===== src/design/can_rx_mailbox_overwrite_fifo_top_defines.svh =====
// Assertion macros for the CAN receive queue RTL.
// Depends on nothing; included by modules that carry concurrent checks.
`ifndef CAN_RX_MAILBOX_OVERWRITE_FIFO_TOP_DEFINES_SVH
`define CAN_RX_MAILBOX_OVERWRITE_FIFO_TOP_DEFINES_SVH

// Same-cycle implication, disabled during reset.
`define CRMOF_ASSERT_NOW(label, clk, rst, ante, cons) \
   label: assert property (@(posedge clk) disable iff (rst) (ante) |-> (cons)) \
      else $error("crmof check failed");

// Next-cycle implication, disabled during reset.
`define CRMOF_ASSERT_NEXT(label, clk, rst, ante, cons) \
   label: assert property (@(posedge clk) disable iff (rst) (ante) |=> (cons)) \
      else $error("crmof check failed");

`endif


===== src/design/crmof_pkg.sv =====
// Types and constants for the CAN receive queue.
// No dependencies; used by every module of the block by scoped names.
`timescale 1ns / 1ps

package crmof_pkg;

   localparam int IdW   = 11;
   localparam int LenW  = 4;
   localparam int DataW = 64;
   localparam int RelW  = 2;

   localparam logic [RelW-1:0] REL_NONE = 2'd0;
   localparam logic [RelW-1:0] REL_MB0  = 2'd1;
   localparam logic [RelW-1:0] REL_MB1  = 2'd2;

   localparam logic MODE_RECEIVE = 1'b0;
   localparam logic MODE_READ    = 1'b1;

   localparam int ReqDataW = 160;
   localparam int RspDataW = 88;

   // command queue between front and back
   localparam int CmdqDepth = 2;
   localparam int CmdqIdxW  = 1;
   localparam int CmdqCntW  = 2;

   typedef struct packed {
      logic [DataW-1:0] data;
      logic [LenW-1:0]  len;
      logic [IdW-1:0]   id;
   } entry_type;

   typedef struct packed {
      logic            is_read;
      logic [RelW-1:0] released;
      entry_type       entry;
   } cmd_type;

   typedef struct packed {
      logic             not_empty;
      logic             dropped;
      logic [RelW-1:0]  released;
      logic [DataW-1:0] data;
      logic [LenW-1:0]  len;
      logic [IdW-1:0]   id;
   } rsp_type;

   typedef enum logic {
      BK_IDLE,
      BK_READ
   } bk_state_type;

endpackage


===== src/design/crmof_front.sv =====
// Front end: takes request transactions and turns each into a queue command,
// picking the winning mailbox. Depends on crmof_pkg.
`timescale 1ns / 1ps

module crmof_front (
   input  logic                            req_tvalid,
   output logic                            req_tready,
   // [0] mb0 full, [11:1] mb0 id, [15:12] mb0 length, [79:16] mb0 data,
   // [80] mb1 full, [91:81] mb1 id, [95:92] mb1 length, [159:96] mb1 data
   input  logic [crmof_pkg::ReqDataW-1:0] req_tdata,
   // [0] mode
   input  logic                            req_tuser,
   input  logic                            q_full,
   output logic                            q_push,
   output crmof_pkg::cmd_type              q_cmd
);

   logic mb0_full;
   logic mb1_full;

   assign mb0_full = req_tdata[0];
   assign mb1_full = req_tdata[80];

   assign req_tready = !q_full;
   assign q_push     = req_tvalid && !q_full;

   always_comb begin
      q_cmd         = '0;
      q_cmd.is_read = (req_tuser == crmof_pkg::MODE_READ);
      if (req_tuser == crmof_pkg::MODE_RECEIVE) begin
         // mailbox 0 has priority; neither full stores an all-zero entry
         if (mb0_full) begin
            q_cmd.released   = crmof_pkg::REL_MB0;
            q_cmd.entry.id   = req_tdata[11:1];
            q_cmd.entry.len  = req_tdata[15:12];
            q_cmd.entry.data = req_tdata[79:16];
         end else if (mb1_full) begin
            q_cmd.released   = crmof_pkg::REL_MB1;
            q_cmd.entry.id   = req_tdata[91:81];
            q_cmd.entry.len  = req_tdata[95:92];
            q_cmd.entry.data = req_tdata[159:96];
         end else begin
            q_cmd.released = crmof_pkg::REL_NONE;
         end
      end
   end

endmodule


===== src/design/crmof_cmdq.sv =====
// Short command queue decoupling front and back.
// Depends on crmof_pkg.
`timescale 1ns / 1ps

module crmof_cmdq (
   input  logic               clock,
   input  logic               reset,
   input  logic               push,
   input  crmof_pkg::cmd_type push_cmd,
   output logic               full,
   input  logic               pop,
   output logic               head_valid,
   output crmof_pkg::cmd_type head_cmd
);

   crmof_pkg::cmd_type                 slot_ff [crmof_pkg::CmdqDepth];
   logic [crmof_pkg::CmdqIdxW-1:0]     wr_idx_ff, wr_idx_in;
   logic [crmof_pkg::CmdqIdxW-1:0]     rd_idx_ff, rd_idx_in;
   logic [crmof_pkg::CmdqCntW-1:0]     count_ff, count_in;
   logic                               do_push;
   logic                               do_pop;

   assign full       = (count_ff == crmof_pkg::CmdqCntW'(crmof_pkg::CmdqDepth));
   assign head_valid = (count_ff != '0);
   assign head_cmd   = slot_ff[rd_idx_ff];
   assign do_push    = push && !full;
   assign do_pop     = pop && head_valid;

   always_comb begin
      wr_idx_in = do_push ? wr_idx_ff + 1'b1 : wr_idx_ff;
      rd_idx_in = do_pop ? rd_idx_ff + 1'b1 : rd_idx_ff;
      count_in  = count_ff;
      if (do_push && !do_pop) begin
         count_in = count_ff + 1'b1;
      end else if (do_pop && !do_push) begin
         count_in = count_ff - 1'b1;
      end
   end

   always_ff @(posedge clock) begin
      if (reset) begin
         wr_idx_ff <= '0;
         rd_idx_ff <= '0;
         count_ff  <= '0;
      end else begin
         wr_idx_ff <= wr_idx_in;
         rd_idx_ff <= rd_idx_in;
         count_ff  <= count_in;
      end
   end

   always_ff @(posedge clock) begin
      if (do_push) begin
         slot_ff[wr_idx_ff] <= push_cmd;
      end
   end

endmodule


===== src/design/crmof_back.sv =====
// Back end: ring of message slots with overwrite-oldest, read port and the
// response register. Depends on crmof_pkg and the assertion macro header.
`timescale 1ns / 1ps
`include "can_rx_mailbox_overwrite_fifo_top_defines.svh"

module crmof_back #(
   parameter int DEPTH = 16
) (
   input  logic                            clock,
   input  logic                            reset,
   input  logic                            cmd_valid,
   input  crmof_pkg::cmd_type              cmd,
   output logic                            cmd_pop,
   output logic                            rsp_tvalid,
   input  logic                            rsp_tready,
   output crmof_pkg::rsp_type              rsp
);

   localparam int PtrW = (DEPTH > 1) ? $clog2(DEPTH) : 1;

   crmof_pkg::entry_type      store_mem [DEPTH];
   crmof_pkg::entry_type      rdata_ff;
   crmof_pkg::bk_state_type   state_ff, state_in;
   logic [PtrW-1:0]           wp_ff, wp_in, wp_nxt;
   logic [PtrW-1:0]           rp_ff, rp_in, rp_nxt;
   logic                      out_valid_ff, out_valid_in;
   crmof_pkg::rsp_type        out_ff, out_in;
   logic                      pend_ne_ff, pend_ne_in;
   logic                      out_free;
   logic                      wr_en;
   logic                      rd_en;

   assign wp_nxt   = (wp_ff == PtrW'(DEPTH - 1)) ? '0 : wp_ff + 1'b1;
   assign rp_nxt   = (rp_ff == PtrW'(DEPTH - 1)) ? '0 : rp_ff + 1'b1;
   assign out_free = !out_valid_ff || rsp_tready;

   always_comb begin
      state_in     = state_ff;
      wp_in        = wp_ff;
      rp_in        = rp_ff;
      out_valid_in = out_valid_ff && !rsp_tready;
      out_in       = out_ff;
      pend_ne_in   = pend_ne_ff;
      cmd_pop      = 1'b0;
      wr_en        = 1'b0;
      rd_en        = 1'b0;
      case (state_ff)
         crmof_pkg::BK_IDLE: begin
            if (cmd_valid && out_free) begin
               cmd_pop = 1'b1;
               if (!cmd.is_read) begin
                  wr_en        = 1'b1;
                  wp_in        = wp_nxt;
                  out_in       = '0;
                  out_in.released = cmd.released;
                  // full ring: drop the oldest entry
                  if (wp_nxt == rp_ff) begin
                     rp_in          = rp_nxt;
                     out_in.dropped = 1'b1;
                  end
                  out_in.not_empty = (rp_in != wp_in);
                  out_valid_in     = 1'b1;
               end else if (rp_ff == wp_ff) begin
                  out_in       = '0;
                  out_valid_in = 1'b1;
               end else begin
                  rd_en      = 1'b1;
                  rp_in      = rp_nxt;
                  pend_ne_in = (rp_nxt != wp_ff);
                  state_in   = crmof_pkg::BK_READ;
               end
            end
         end
         crmof_pkg::BK_READ: begin
            // output slot was freed when the read was issued
            out_in           = '0;
            out_in.id        = rdata_ff.id;
            out_in.len       = rdata_ff.len;
            out_in.data      = rdata_ff.data;
            out_in.not_empty = pend_ne_ff;
            out_valid_in     = 1'b1;
            state_in         = crmof_pkg::BK_IDLE;
         end
         default: begin
            state_in = crmof_pkg::BK_IDLE;
         end
      endcase
   end

   always_ff @(posedge clock) begin
      if (reset) begin
         state_ff     <= crmof_pkg::BK_IDLE;
         wp_ff        <= '0;
         rp_ff        <= '0;
         out_valid_ff <= 1'b0;
      end else begin
         state_ff     <= state_in;
         wp_ff        <= wp_in;
         rp_ff        <= rp_in;
         out_valid_ff <= out_valid_in;
      end
   end

   always_ff @(posedge clock) begin
      out_ff     <= out_in;
      pend_ne_ff <= pend_ne_in;
   end

   always_ff @(posedge clock) begin
      if (wr_en) begin
         store_mem[wp_ff] <= cmd.entry;
      end
      if (rd_en) begin
         rdata_ff <= store_mem[rp_ff];
      end
   end

   assign rsp_tvalid = out_valid_ff;
   assign rsp        = out_ff;

   `CRMOF_ASSERT_NOW(a_read_wait_out_empty, clock, reset,
      state_ff == crmof_pkg::BK_READ, !out_valid_ff)
   `CRMOF_ASSERT_NEXT(a_receive_not_empty, clock, reset,
      cmd_pop && !cmd.is_read, out_valid_ff && out_ff.not_empty)
   `CRMOF_ASSERT_NEXT(a_empty_read_zero, clock, reset,
      cmd_pop && cmd.is_read && rp_ff == wp_ff,
      out_valid_ff && !out_ff.not_empty && out_ff.data == '0)
   `CRMOF_ASSERT_NOW(a_ptr_range, clock, reset,
      1'b1, wp_ff <= PtrW'(DEPTH - 1) && rp_ff <= PtrW'(DEPTH - 1))

endmodule


===== src/design/can_rx_mailbox_overwrite_fifo_top.sv =====
// Channel   Dir  Payload
// req_      in   tdata: two mailboxes (full, id, length, data) x2; tuser: mode
// rsp_      out  tdata: id, length, data, released mailbox, dropped, not empty
//
// A request is written into the 2-deep command queue at its accepting edge.
// A receive or a read of an empty ring is answered straight from the response
// register; a non-empty read first passes the registered ring read port.
// The back end works on one command at a time and waits on rsp_tready; once
// two commands are queued, req_tready stays low until one is taken.
// Reset zeroes both ring pointers; slots are not cleared.
// Depends on crmof_pkg, crmof_front, crmof_cmdq and crmof_back.
`timescale 1ns / 1ps

module can_rx_mailbox_overwrite_fifo_top #(
   parameter int DEPTH = 16
) (
   input  logic                            clock,
   input  logic                            reset,
   input  logic                            req_tvalid,
   output logic                            req_tready,
   // [0] mb0 full, [11:1] mb0 id, [15:12] mb0 length, [79:16] mb0 data,
   // [80] mb1 full, [91:81] mb1 id, [95:92] mb1 length, [159:96] mb1 data
   input  logic [crmof_pkg::ReqDataW-1:0] req_tdata,
   // [0] mode
   input  logic                            req_tuser,
   output logic                            rsp_tvalid,
   input  logic                            rsp_tready,
   // [10:0] msg id, [14:11] msg length, [78:15] msg data,
   // [80:79] released mailbox, [81] dropped oldest, [82] not empty, rest zero
   output logic [crmof_pkg::RspDataW-1:0] rsp_tdata
);

   logic                  q_full;
   logic                  q_push;
   crmof_pkg::cmd_type    q_cmd;
   logic                  head_valid;
   crmof_pkg::cmd_type    head_cmd;
   logic                  head_pop;
   crmof_pkg::rsp_type    rsp;

   crmof_front u_front (
      .req_tvalid (req_tvalid),
      .req_tready (req_tready),
      .req_tdata  (req_tdata),
      .req_tuser  (req_tuser),
      .q_full     (q_full),
      .q_push     (q_push),
      .q_cmd      (q_cmd)
   );

   crmof_cmdq u_cmdq (
      .clock      (clock),
      .reset      (reset),
      .push       (q_push),
      .push_cmd   (q_cmd),
      .full       (q_full),
      .pop        (head_pop),
      .head_valid (head_valid),
      .head_cmd   (head_cmd)
   );

   crmof_back #(
      .DEPTH (DEPTH)
   ) u_back (
      .clock      (clock),
      .reset      (reset),
      .cmd_valid  (head_valid),
      .cmd        (head_cmd),
      .cmd_pop    (head_pop),
      .rsp_tvalid (rsp_tvalid),
      .rsp_tready (rsp_tready),
      .rsp        (rsp)
   );

   assign rsp_tdata = {(crmof_pkg::RspDataW - $bits(crmof_pkg::rsp_type))'(0), rsp};

endmodule


===== config.mk =====
export PLATFORM = sky130hd
export DESIGN_NAME = can_rx_mailbox_overwrite_fifo_top
export DESIGN_NICKNAME = d
export VERILOG_FILES = /design/src/design/crmof_pkg.sv /design/src/design/crmof_front.sv /design/src/design/crmof_cmdq.sv /design/src/design/crmof_back.sv /design/src/design/can_rx_mailbox_overwrite_fifo_top.sv
export VERILOG_INCLUDE_DIRS = /design/src /design/src/design
export SDC_FILE = /design/constraint.sdc
export NUM_CORES = 1
export LEC_CHECK = 0
export CORE_ASPECT_RATIO = 0.6
export CORE_MARGIN = 2
export CORE_UTILIZATION = 30
export CTS_BUF_LIST = sky130_fd_sc_hd__clkbuf_4
export DETAILED_ROUTE_END_ITERATION = 8
export DONT_BUFFER_PORTS = 1
export GPL_ROUTABILITY_DRIVEN = 0
export HOLD_SLACK_MARGIN = 0.1
export PLACE_DENSITY = 0.49
export RECOVER_POWER = 100
export SLEW_MARGIN = 20
export SYNTH_ARGS = -nofsm -noshare
export SYNTH_HDL_FRONTEND = slang
export SYNTH_HIERARCHICAL = 1
export SYNTH_SLANG_ARGS = --single-unit

===== constraint.sdc =====
create_clock -name clock -period 9.4 [get_ports clock]
set_clock_uncertainty 0.2 [all_clocks]
set_input_delay 1.41 -clock clock [delete_from_list [all_inputs] [get_ports clock]]
set_output_delay 1.41 -clock clock [all_outputs]
set_load 0.02 [all_outputs]

==> summary.md <==
| Metric | Value |
|---|---|
| Max-capacitance violation count | 29 |
| Reg2Reg Setup Slack | roughly 2.6 ns |
| Failing checks | max-capacitance violations, max-slew violations |
| Cell area power density | 279 nW/µm² |
| Yosys warnings | 6 |
| Initial detailed-routing violation count | 2,739 |
| Peak Freq | 0.146 GHz |
| Mapped cell area | 60,800 µm² |
| Worst slew pin tran | approximately 4.2 ns |
| Die Span X | 585 µm |
| Ys flop type | edfxtp_1 |
| Crit Path Class | register to register |
| Worst skew pair latency | approximately 1.1 ns |
| Die height | 353 µm |
| RSZ-0062 raised after global routing | no |
| Row count | 127 |
| Ys async rst share | 0 |
| WP data required | 9.86 ns |
| HP Class | primary input to register |
| Worst slew margin | -1.77 |
| Global-route wire length before repair | 211 mm |
| Core area | 201,000 µm² |
| Worst Setup Start Kind | register |
| Synth cell types | 49 |
| Psw | 0.00548 W |
| Pre-CTS setup slack | around 4.3 ns |
| Via count | 27,625 |
| Most common cell after layout, fill and taps aside | edfxtp_1 |
| Clock-pin slew on the worst setup and hold paths | 0.07 ns |
| H-Tree Depth | 5 |
| Pwr Total | 0.0191 W |
| Register bit total from synthesis | 1,606 |
| Initial core utilization | 0.303 |
| Internal Power | 0.0136 W |
| Final Hold Vio Count | 0 |
| Initial antenna violation count | 4 |
| I/O pin total | approximately 260 |
| Minimum clock period | just under 7 ns |
| Max clock buf depth | 4 |
| Post-CTS setup repair buffer count | 0 |
| Hpwl dp | 79.8 mm |
| Remaining antenna violation count | 0 |
| Root Buffer | clkbuf_4 |
| Number of synthesized flops with an enable pin | around 1,600 |
| Tcrit/Tclk final | 0.728 |
| I/O Buffers | 0 |
| Leak | 20.8 nW |
| Clock network power share | 0.284 |
| Setup TNS | 0 ns |
| Largest net degree at the start of global routing | 145 |
| Clock sinks | 1,606 |
| Worst setup EP type | register |
| CTS tree | yes |
| Mean post-synth cell area | 24.0 µm² |
| Layout cell share with drive strength beyond 1 | 0.328 |
| Routed WL | between 100 and 150 mm |
| Routed len/inst | 25.7 µm |
| Drt first pass iters | 5 |
| Fin worst setup slack | 2.56 ns |
| Die area | 206,000 µm² |
| Global route overflow | 0 |
| Number of CTS-inserted buffers | 367 |
| Worst VDD drop | ~150 µV |
| Final nets | 2,986 |
| CP Data Arrival Time | 7.31 ns |
| Commonest non-fill, non-tap cells in the layout | edfxtp_1 (1,591), clkbuf_4 (528), mux4_2 (392) |
| Seq/Total Area, Yosys | 0.791 |
| Final Max Slew Viols | 1,116 |
| # setup viols final | 0 |
| Vias in the first global route | just under 30,000 |
| Area grow syn2layout | 12.6% |
| Syn Inst Count | 2,530 |
| Switching portion of total power | 0.287 |
| Post-layout utilization of the core | 0.341 |
| Drt drc | 0 |
| Post-DR vias/cell | 4.77 |
| All-layer global routing usage | 0.142 |
| CP max FO | 45 |
| Cts repair resizes | 0 |
| Flop pwr share | 0.532 |
| Outcome | finished with violations |
| Logic gate share of total power | 0.184 |
## registers in the layout, indices dropped and copies added (netlist names), 2 cells and up, named ones only
register / cells
u_back/rdata_ff: 79
u_back/wp_ff: 4
u_back/rsp: 83
u_back/rp_ff: 4
u_cmdq/count_ff: 2
u_back/store_mem: 1264
u_cmdq/slot_ff: 164
## area by class of cell
type / instances / area [µm²]
multi-input combinational: 771 / 12000
sequential: 1606 / 48100
antenna: 3 / 7.51
clock inverter: 101 / 536
timing repair buffer: 60 / 442
clock buffer: 528 / 3960
fill: 18750 / 132000
tap: 2709 / 3390
inverter: 9 / 42.5
## worst max-delay path, cell delays in order (launching register included)
cell and delay (ns):
dfxtp_1 2.32, mux2_1 0.50, or2_2 0.38, nor3b_2 0.51
nand2_1 0.36, nor3_1 0.29, buf_4 0.52, clkbuf_2 1.26
## path summary, 6_finish.rpt
kind / startpoint / end / cells past startpoint
max: register / u_back/store_mem[3][16] / 7
min: reset / u_back/wp_ff[3] / 2
max reg2reg: register / u_back/store_mem[3][16] / 7
min reg2reg: u_cmdq/wr_idx_ff / u_cmdq/wr_idx_ff / 2
## kinds of logic (layout without fill, tap and decap cells)
family / count (synthesis) / after routing / share of synthesized area
compound gates: 109 / 109 / 0.0166
buf+inv: 157 / 698 / 0.0133
xor+xnor: 15 / 15 / 0.00241
flops: 1606 / 1606 / 0.791
fa+ha+maj: 6 / 6 / 0.00123
other cells: 1 / 8 / 0.0000617
mux: 478 / 478 / 0.161
simple gates: 158 / 158 / 0.0147
## through the flow
step,hold WS (ns),instance area (µm²),cells
after global placement,0.267,64000,5149
after CTS,0.149,68600,5782
after floorplan,0.252,60800,2534
after global routing,0.169,68500,5787
final,0.286,68500,5787
after detailed placement,0.281,64100,5151
## layer usage
metal	GRT usage	vias to the layer above	wire length, µm
met5	0	-	12
met4	0.0394	2	3140
met3	0.0304	240	9020
met2	0.219	927	69200
met1	0.202	14857	67200
li1	-	11599	-
## timing repair
item	in CTS	in global routing
hold endpoints to repair	13	0
setup endpoints to repair	0	0
hold buffers	2	0
## cells in the mapped netlist, types with 2 or more instances
master	number	area, µm²
edfxtp_1	1591	47800
mux4_2	392	8830
and2_1	84	526
mux2_2	82	923
a32o_1	79	791
clkbuf_1	58	218
buf_2	51	255
nor2_1	24	90.1
buf_4	22	165
nand2_1	20	75.1
dfxtp_1	15	300
buf_6	10	113
inv_1	8	30.0
xnor2_1	8	70.1
buf_1	7	26.3
nor2b_1	7	43.8
a31oi_1	6	37.5
ha_1	6	75.1
xor2_1	6	52.6
a21oi_1	5	25.0
nor3_1	5	25.0
a211oi_1	4	30.0
mux2i_1	4	40.0
o21ai_0	4	20.0
a21o_1	3	22.5
nand2b_1	2	12.5
nor2_2	2	12.5
or2_2	2	12.5
or3_1	2	12.5
or4_1	2	15.0
## power groups by stage
stage	logic (W)	clock network [W]	registers [W]
5_1_grt	0.00384	0.00599	0.0102
4_1_cts	0.00364	0.00564	0.0102
2_1_floorplan	0.00263	0	0.00998
6_report	0.00350	0.00542	0.0101
3_5_place_dp	0.00363	0	0.0103
3_3_place_gp	0.00349	0	0.0103
Power figures use the tool's default switching activity.
